**src/assert_macros.svh**
```systemverilog
// Assertion macros shared by the matrix multiply RTL.
`ifndef ASSERT_MACROS_SVH
`define ASSERT_MACROS_SVH

// Check an implication or expression at every clock edge outside reset.
`define ASSERT_CLK(label, prop, msg) \
  label: assert property (@(posedge clk) disable iff (!rst_n) (prop)) else $error(msg);

// Check that an expression never holds outside reset.
`define ASSERT_NEVER(label, expr, msg) \
  label: assert property (@(posedge clk) disable iff (!rst_n) !(expr)) else $error(msg);

`endif

```
**src/mmul_pkg.sv**
```systemverilog
// Shared types and constants for the matrix multiply block.
`timescale 1ns / 1ps
`default_nettype none

package mmul_pkg;

  localparam int FUNC_W = 2;
  localparam int IDX_W  = 3;
  localparam int SIZE_W = 4;
  localparam int K_W    = 4;
  localparam int SUM_W  = 35;
  localparam int CFG_W  = 4;
  localparam int CFG_IDX_W = 1;

  localparam logic [FUNC_W-1:0] FUNC_WR_A   = 2'd0;
  localparam logic [FUNC_W-1:0] FUNC_WR_B   = 2'd1;
  localparam logic [FUNC_W-1:0] FUNC_RUN    = 2'd2;

  localparam logic [CFG_IDX_W-1:0] REG_M_SIZE = 1'd0;
  localparam logic [CFG_IDX_W-1:0] REG_N_SIZE = 1'd1;

  typedef struct packed {
    logic             wr_a;
    logic             wr_b;
    logic             rd_en;
    logic             rd_first;
    logic             rd_last;
    logic [IDX_W-1:0] i;
    logic [IDX_W-1:0] j;
    logic [K_W-1:0]   k;
    logic             load_out;
    logic             out_last;
  } mmul_cmd_t;

  typedef struct packed {
    logic acc_done;
    logic out_free;
  } mmul_status_t;

endpackage

`default_nettype wire

```
**src/mmul_ctrl.sv**
```systemverilog
// Controller: configuration registers, input handshake and the i/j/k sequencer.
`timescale 1ns / 1ps
`default_nettype none
`include "assert_macros.svh"

module mmul_ctrl
  import mmul_pkg::*;
#(
  parameter int MAX_M = 8,
  parameter int MAX_N = 8
) (
  input  wire logic                  clk,
  input  wire logic                  rst_n,
  input  wire logic                  cfg_wr_en,
  input  wire logic [CFG_IDX_W-1:0]  cfg_index,
  input  wire logic [CFG_W-1:0]      cfg_wdata,
  input  wire logic                  in_valid,
  output      logic                  in_stall,
  input  wire logic [FUNC_W-1:0]     in_func,
  input  wire mmul_status_t          st,
  output      mmul_cmd_t             cmd
);

  localparam int M_LIM = (MAX_M < 8) ? MAX_M : 8;

  localparam logic [1:0] S_IDLE  = 2'd0;
  localparam logic [1:0] S_ISSUE = 2'd1;
  localparam logic [1:0] S_DRAIN = 2'd2;
  localparam logic [1:0] S_EMIT  = 2'd3;

  logic [1:0]        state_r, state_nxt;
  logic [SIZE_W-1:0] m_size_r, n_size_r;
  logic [IDX_W-1:0]  m_last_r, m_last_nxt;
  logic [K_W-1:0]    n_last_r, n_last_nxt;
  logic [IDX_W-1:0]  i_r, i_nxt, j_r, j_nxt;
  logic [K_W-1:0]    k_r, k_nxt;
  logic              accept;
  int                m_eff, n_eff;

  assign in_stall = (state_r != S_IDLE);
  assign accept   = in_valid && !in_stall;

  always_ff @(posedge clk) begin
    if (!rst_n) begin
      m_size_r <= SIZE_W'(8);
      n_size_r <= SIZE_W'(8);
    end else if (cfg_wr_en) begin
      if (cfg_index == REG_M_SIZE) m_size_r <= cfg_wdata;
      if (cfg_index == REG_N_SIZE) n_size_r <= cfg_wdata;
    end
  end

  always_comb begin
    m_eff = int'(m_size_r);
    n_eff = int'(n_size_r);
    if (m_eff == 0) m_eff = 1;
    if (m_eff > M_LIM) m_eff = M_LIM;
    if (n_eff == 0) n_eff = 1;
    if (n_eff > MAX_N) n_eff = MAX_N;
  end

  always_comb begin
    state_nxt  = state_r;
    m_last_nxt = m_last_r;
    n_last_nxt = n_last_r;
    i_nxt      = i_r;
    j_nxt      = j_r;
    k_nxt      = k_r;
    cmd        = '0;
    cmd.i      = i_r;
    cmd.j      = j_r;
    cmd.k      = k_r;
    cmd.out_last = (i_r == m_last_r) && (j_r == m_last_r);
    case (state_r)
      S_IDLE: begin
        cmd.wr_a = accept && (in_func == FUNC_WR_A);
        cmd.wr_b = accept && (in_func == FUNC_WR_B);
        if (accept && (in_func == FUNC_RUN)) begin
          m_last_nxt = IDX_W'(m_eff - 1);
          n_last_nxt = K_W'(n_eff - 1);
          i_nxt      = '0;
          j_nxt      = '0;
          k_nxt      = '0;
          state_nxt  = S_ISSUE;
        end
      end
      S_ISSUE: begin
        cmd.rd_en    = 1'b1;
        cmd.rd_first = (k_r == '0);
        cmd.rd_last  = (k_r == n_last_r);
        if (k_r == n_last_r) begin
          k_nxt     = '0;
          state_nxt = S_DRAIN;
        end else begin
          k_nxt = k_r + K_W'(1);
        end
      end
      S_DRAIN: begin
        if (st.acc_done) state_nxt = S_EMIT;
      end
      S_EMIT: begin
        if (st.out_free) begin
          cmd.load_out = 1'b1;
          if (cmd.out_last) begin
            state_nxt = S_IDLE;
          end else begin
            state_nxt = S_ISSUE;
            if (j_r == m_last_r) begin
              j_nxt = '0;
              i_nxt = i_r + IDX_W'(1);
            end else begin
              j_nxt = j_r + IDX_W'(1);
            end
          end
        end
      end
      default: state_nxt = S_IDLE;
    endcase
  end

  always_ff @(posedge clk) begin
    if (!rst_n) begin
      state_r  <= S_IDLE;
      m_last_r <= '0;
      n_last_r <= '0;
      i_r      <= '0;
      j_r      <= '0;
      k_r      <= '0;
    end else begin
      state_r  <= state_nxt;
      m_last_r <= m_last_nxt;
      n_last_r <= n_last_nxt;
      i_r      <= i_nxt;
      j_r      <= j_nxt;
      k_r      <= k_nxt;
    end
  end

  `ASSERT_CLK(a_done_in_drain, st.acc_done |-> (state_r == S_DRAIN), "acc done outside drain")
  `ASSERT_CLK(a_k_in_range, k_r <= n_last_r, "k beyond inner length")
  `ASSERT_CLK(a_ij_in_range, (i_r <= m_last_r) && (j_r <= m_last_r), "i or j beyond side")

endmodule

`default_nettype wire

```
**src/mmul_dp.sv**
```systemverilog
// Datapath: A and B memories, multiply-accumulate pipeline and output register.
`timescale 1ns / 1ps
`default_nettype none
`include "assert_macros.svh"

module mmul_dp
  import mmul_pkg::*;
#(
  parameter int MAX_M      = 8,
  parameter int MAX_N      = 8,
  parameter int ELEM_WIDTH = 16
) (
  input  wire logic                         clk,
  input  wire logic                         rst_n,
  input  wire mmul_cmd_t                    cmd,
  output      mmul_status_t                 st,
  input  wire logic [IDX_W-1:0]             in_row,
  input  wire logic [IDX_W-1:0]             in_col,
  input  wire logic signed [ELEM_WIDTH-1:0] in_value,
  output      logic                         out_valid,
  input  wire logic                         out_stall,
  output      logic [IDX_W-1:0]             out_row,
  output      logic [IDX_W-1:0]             out_col,
  output      logic signed [SUM_W-1:0]      out_sum,
  output      logic                         out_last
);

  localparam int DEPTH = MAX_M * MAX_N;
  localparam int AW    = (DEPTH > 1) ? $clog2(DEPTH) : 1;
  localparam int PW    = 2 * ELEM_WIDTH;
  localparam int ACC_W = (PW > SUM_W) ? PW : SUM_W;

  logic signed [ELEM_WIDTH-1:0] a_mem [DEPTH];
  logic signed [ELEM_WIDTH-1:0] b_mem [DEPTH];
  logic signed [ELEM_WIDTH-1:0] a_rd_r, b_rd_r;
  logic signed [PW-1:0]         prod_r;
  logic signed [ACC_W-1:0]      acc_r;
  logic [AW-1:0]                a_wr_addr, b_wr_addr, a_rd_addr, b_rd_addr;
  logic                         a_wr_ok, b_wr_ok;
  logic                         v1_r, first1_r, last1_r;
  logic                         v2_r, first2_r, last2_r;
  logic                         done_r;
  logic                         out_valid_r, out_last_r;
  logic [IDX_W-1:0]             out_row_r, out_col_r;
  logic signed [SUM_W-1:0]      out_sum_r;

  assign a_wr_ok   = (int'(in_row) < MAX_M) && (int'(in_col) < MAX_N);
  assign b_wr_ok   = (int'(in_row) < MAX_N) && (int'(in_col) < MAX_M);
  assign a_wr_addr = AW'(int'(in_row) * MAX_N + int'(in_col));
  assign b_wr_addr = AW'(int'(in_row) * MAX_M + int'(in_col));
  assign a_rd_addr = AW'(int'(cmd.i) * MAX_N + int'(cmd.k));
  assign b_rd_addr = AW'(int'(cmd.k) * MAX_M + int'(cmd.j));

  always_ff @(posedge clk) begin
    if (cmd.wr_a && a_wr_ok) a_mem[a_wr_addr] <= in_value;
    if (cmd.rd_en) a_rd_r <= a_mem[a_rd_addr];
  end

  always_ff @(posedge clk) begin
    if (cmd.wr_b && b_wr_ok) b_mem[b_wr_addr] <= in_value;
    if (cmd.rd_en) b_rd_r <= b_mem[b_rd_addr];
  end

  always_ff @(posedge clk) begin
    if (v1_r) prod_r <= a_rd_r * b_rd_r;
    if (v2_r) acc_r <= first2_r ? ACC_W'(prod_r) : acc_r + ACC_W'(prod_r);
  end

  always_ff @(posedge clk) begin
    if (!rst_n) begin
      v1_r     <= 1'b0;
      v2_r     <= 1'b0;
      done_r   <= 1'b0;
      first1_r <= 1'b0;
      last1_r  <= 1'b0;
      first2_r <= 1'b0;
      last2_r  <= 1'b0;
    end else begin
      v1_r     <= cmd.rd_en;
      first1_r <= cmd.rd_first;
      last1_r  <= cmd.rd_last;
      v2_r     <= v1_r;
      first2_r <= first1_r;
      last2_r  <= last1_r;
      done_r   <= v2_r && last2_r;
    end
  end

  assign st.acc_done = done_r;
  assign st.out_free = !out_valid_r || !out_stall;

  always_ff @(posedge clk) begin
    if (!rst_n) begin
      out_valid_r <= 1'b0;
    end else if (cmd.load_out) begin
      out_valid_r <= 1'b1;
    end else if (!out_stall) begin
      out_valid_r <= 1'b0;
    end
  end

  always_ff @(posedge clk) begin
    if (cmd.load_out) begin
      out_row_r  <= cmd.i;
      out_col_r  <= cmd.j;
      out_sum_r  <= acc_r[SUM_W-1:0];
      out_last_r <= cmd.out_last;
    end
  end

  assign out_valid = out_valid_r;
  assign out_row   = out_row_r;
  assign out_col   = out_col_r;
  assign out_sum   = out_sum_r;
  assign out_last  = out_last_r;

  `ASSERT_CLK(a_load_when_free, cmd.load_out |-> (!out_valid_r || !out_stall),
              "output register overwritten")
  `ASSERT_NEVER(a_rd_during_write, cmd.rd_en && (cmd.wr_a || cmd.wr_b),
                "read and write in the same cycle")
  `ASSERT_CLK(a_out_hold, (out_valid_r && out_stall) |=> (out_valid_r && $stable(out_sum_r)),
              "stalled result changed")

endmodule

`default_nettype wire

```
**src/matrix_multiply_core.sv**
```systemverilog
// Matrix multiply C = A*B: sequencer plus shared multiply-accumulate datapath.
// Element writes (A or B) are accepted one per cycle while idle and give no result.
// A compute stalls the input until all m*m results are emitted: per element n reads go
// through the single multiply-accumulate unit, the pipeline drains and the result is emitted.
// Output stalls hold the emit step until the output register is free.
// Synchronous active-low reset sets m_size and n_size to 8; A/B memories are not cleared.
`timescale 1ns / 1ps
`default_nettype none

module matrix_multiply_core
  import mmul_pkg::*;
#(
  parameter int MAX_M      = 8,
  parameter int MAX_N      = 8,
  parameter int ELEM_WIDTH = 16
) (
  input  wire logic                         clk,
  input  wire logic                         rst_n,
  input  wire logic                         cfg_wr_en,
  input  wire logic [CFG_IDX_W-1:0]         cfg_index,
  input  wire logic [CFG_W-1:0]             cfg_wdata,
  input  wire logic                         in_valid,
  output      logic                         in_stall,
  input  wire logic [FUNC_W-1:0]            in_func,
  input  wire logic [IDX_W-1:0]             in_row,
  input  wire logic [IDX_W-1:0]             in_col,
  input  wire logic signed [ELEM_WIDTH-1:0] in_value,
  output      logic                         out_valid,
  input  wire logic                         out_stall,
  output      logic [IDX_W-1:0]             out_row,
  output      logic [IDX_W-1:0]             out_col,
  output      logic signed [SUM_W-1:0]      out_sum,
  output      logic                         out_last
);

  mmul_cmd_t    cmd;
  mmul_status_t st;

  mmul_ctrl #(
    .MAX_M (MAX_M),
    .MAX_N (MAX_N)
  ) u_ctrl (
    .clk       (clk),
    .rst_n     (rst_n),
    .cfg_wr_en (cfg_wr_en),
    .cfg_index (cfg_index),
    .cfg_wdata (cfg_wdata),
    .in_valid  (in_valid),
    .in_stall  (in_stall),
    .in_func   (in_func),
    .st        (st),
    .cmd       (cmd)
  );

  mmul_dp #(
    .MAX_M      (MAX_M),
    .MAX_N      (MAX_N),
    .ELEM_WIDTH (ELEM_WIDTH)
  ) u_dp (
    .clk       (clk),
    .rst_n     (rst_n),
    .cmd       (cmd),
    .st        (st),
    .in_row    (in_row),
    .in_col    (in_col),
    .in_value  (in_value),
    .out_valid (out_valid),
    .out_stall (out_stall),
    .out_row   (out_row),
    .out_col   (out_col),
    .out_sum   (out_sum),
    .out_last  (out_last)
  );

endmodule

`default_nettype wire
```
**config.mk**
```make
export PLATFORM = sky130hd
export DESIGN_NAME = matrix_multiply_core
export DESIGN_NICKNAME = d
export VERILOG_FILES = /design/src/mmul_pkg.sv /design/src/mmul_ctrl.sv /design/src/mmul_dp.sv /design/src/matrix_multiply_core.sv
export VERILOG_INCLUDE_DIRS = /design/src /design/src/src
export SDC_FILE = /design/constraint.sdc
export NUM_CORES = 2
export LEC_CHECK = 0
export ABC_AREA = 1
export BUFFER_PORTS_ARGS = -buffer_cell sky130_fd_sc_hd__buf_2
export CAP_MARGIN = 20
export CORE_MARGIN = 3
export CORE_UTILIZATION = 50
export DETAILED_ROUTE_END_ITERATION = 10
export PLACE_DENSITY = 0.73
export RECOVER_POWER = 100
export SETUP_SLACK_MARGIN = 0.4
export SYNTH_ARGS = -nofsm -noshare
export SYNTH_HDL_FRONTEND = slang
export SYNTH_SLANG_ARGS = --single-unit
```
**constraint.sdc**
```tcl
create_clock -name clk -period 9.98 [get_ports clk]
set_input_delay 1.996 -clock clk [delete_from_list [all_inputs] [get_ports clk]]
set_output_delay 1.996 -clock clk [all_outputs]
set_load 0.005 [all_outputs]
```
==> metrics <==
DRC 0; crit-path cells clkbuf_1 -> clkbuf_1; CP Depth 2; layout cell share with drive strength beyond 1 ~4.7%; pin count of the biggest net entering global routing ~250; failing checks max-capacitance violations, max-slew violations; Max Freq 0.1323 GHz; Die X-Extent 454.2 µm; sequential element share of the synthesized area between 60% and 70%; Final Util approximately 55%; Routed WL 275.4 mm; crit path DAT between 7000 and 8000 ps; outcome finished, violations left; Worst-Margin Slew just under 5000 ps; Root Buffer clkbuf_16; Setup Fix Bufs, Post-CTS 0; core area ~0.2 mm²; crit-path leading delay family buffers and inverters; slowest CP cell clkbuf_1; IO Pins 78; Longest Clk Path Bufs 3; CP max stage delay roughly 3600 ps; Synth warnings 0; initial antenna violation count 18; first-pass GRT wire length 413.0 mm; count of final setup violators 0; worst-case reg-to-reg path depth 10; Reg2Reg Launch Point u_ctrl.k_r[1]; Synth Area per Inst 11.51 µm²; maximum fanout along the worst path 87; initial DRC count roughly 10,000; Num CTS Buffers approximately 220; internal reg-to-reg setup slack 2460 ps; synthesized area about 0.1 mm²; Netlist cell types between 40 and 50; synthesized instance count between 8,000 and 9,000; startpoint types input pin; I/O Buffers between 70 and 80; CP required 9900 ps; Slew headroom -228.6%; # nets final about 9,100; die area 0.2063 mm²; CP most frequent cell clkbuf_1; unrepaired setup endpoints after global routing no; routed via count 68,600; worst skew pair latency ~890 ps; EDFF count, synth 2,189; htree depth 4; chip height 454.2 µm; Slew Viols, Final roughly 3,000; HP Class reg -> reg; CP endpoint kind flip-flop; Clock Pin Slew Worst Setup and Hold Paths about 60 ps; Detail Route Antenna Nets 0; post-CTS resize count 0; Synth Flop Type edfxtp_1; GR Overflow Total 0; hold depth 2; Post-Syn Nets roughly 9,200; skew final 72.75 ps; Sink Count about 2,200; Setup Crit Path Kind in -> reg; Filler cells approximately 16,000; vias in the first global route between 60,000 and 70,000; CTS tree yes; minimum clock period ~7600 ps; Yosys reg bits between 2,000 and 2,500; vias per cell 5.951; Routed wire per std cell about 24 µm; Layout area overhead 9.230%; setup TNS 0 ps; Max Cap Viol between 50 and 60; CP startpoint in_value[15]; Initial Util between 50% and 60%; Worst Path Buf+Inv 2; Hold-fix buffers, CTS 0; row cnt between 150 and 200; first-pass detailed-route iteration total 6; Placer Congestion 0.9497; hold_sp u_dp.last1_r; GRT Resource Usage Total about a quarter; Final Hold Violating Endpoints 0; Final period util between 70% and 80%; FFs w/ async S/R, synth 0%; DP HPWL between 150 and 200 mm
metrics by stage:
step,instance area [µm²],hold slack [ps],setup slack (ps),instances
floorplan,100400,390.5,4405,8729
CTS,110400,408.8,3881,11510
finish,109700,406.9,2420,11530
global route,109700,426.3,2138,11520
detailed placement,103400,398.4,3876,11110
global placement,103400,396.6,3871,11110
flip-flops by register name, indices dropped and copies added (netlist names), 4 cells and up:
signal	count
u_dp.out_sum	35
u_dp.a_rd_r	16
u_ctrl.m_size_r	4
u_dp.acc_r	35
u_dp.b_mem	1024
u_dp.a_mem	1024
u_ctrl.k_r	4
u_dp.prod_r	32
u_ctrl.n_size_r	4
u_dp.b_rd_r	16
u_ctrl.n_last_r	4
synthesized netlist by cell type (20+ instances only):
library cell | number | share of area (%)
buf_2 | 121 | 0.60
buf_1 | 36 | 0.13
nor3_1 | 28 | 0.14
inv_1 | 554 | 2.1
nand3_1 | 394 | 2.0
ha_1 | 129 | 1.6
fa_1 | 263 | 5.2
edfxtp_1 | 2189 | 65
o22ai_1 | 496 | 3.1
xnor2_1 | 31 | 0.27
a21oi_1 | 98 | 0.49
o21ai_0 | 1058 | 5.3
buf_4 | 20 | 0.15
nand2_1 | 1544 | 5.8
clkbuf_1 | 317 | 1.2
dfxtp_1 | 35 | 0.70
nor2_1 | 1268 | 4.7
cell families (layout without fill, tap and decap cells):
kind of cell    count (synthesis)  count (layout)  share of synthesized area [%]
flops                        2224            2224                          66.14
xor+xnor                       51              51                         0.4522
simple gates                 3290            3290                          12.99
other cells                     0              11                              0
buf+inv                      1081            1227                          4.444
compound gates               1691            1691                          9.121
fa+ha+maj                     392             392                          6.849
cell type report:
class	instances	area, µm²	area share, %
Antenna cell	11	27.53	0.02509
Clock buffer	251	5537	5.047
Clock inverter	149	1430	1.304
Inverter	559	2136	1.947
Multi-Input combinational cell	5424	29540	26.93
Sequential cell	2224	66450	60.57
Tap cell	2640	3303	3.011
Timing Repair Buffer	268	1286	1.172
worst paths after layout:
path / to
min reg2reg: u_dp.last2_r
max reg2reg: u_dp.a_rd_r[15]
max: u_dp.b_mem[45][15]
min: u_dp.last2_r
routing by layer:
| metal | vias to the layer above | routed length (µm) | GRT usage, % |
|---|---|---|---|
| li1 | 30380 | - | - |
| met1 | 33620 | 104800 | 35.63 |
| met2 | 3953 | 129400 | 41.73 |
| met3 | 644 | 28090 | 4.748 |
| met4 | 6 | 13070 | 12.03 |
| met5 | - | 33 | 0 |
cells in the final DEF, fill, tap and decap left out, drive strengths merged, types with 35 or more instances in the layout:
| cell | n |
|---|---|
| edfxtp | 2189 |
| nand2 | 1548 |
| nor2 | 1269 |
| o21ai | 1064 |
| inv | 563 |
| o22ai | 496 |
| clkbuf | 456 |
| nand3 | 395 |
| fa | 263 |
| ha | 129 |
| clkinv | 116 |
| a21oi | 99 |
| buf | 63 |
| dfxtp | 35 |
Power is not shown: default switching activity piles up to over one toggle a cycle in this logic, so the estimate is an artifact.
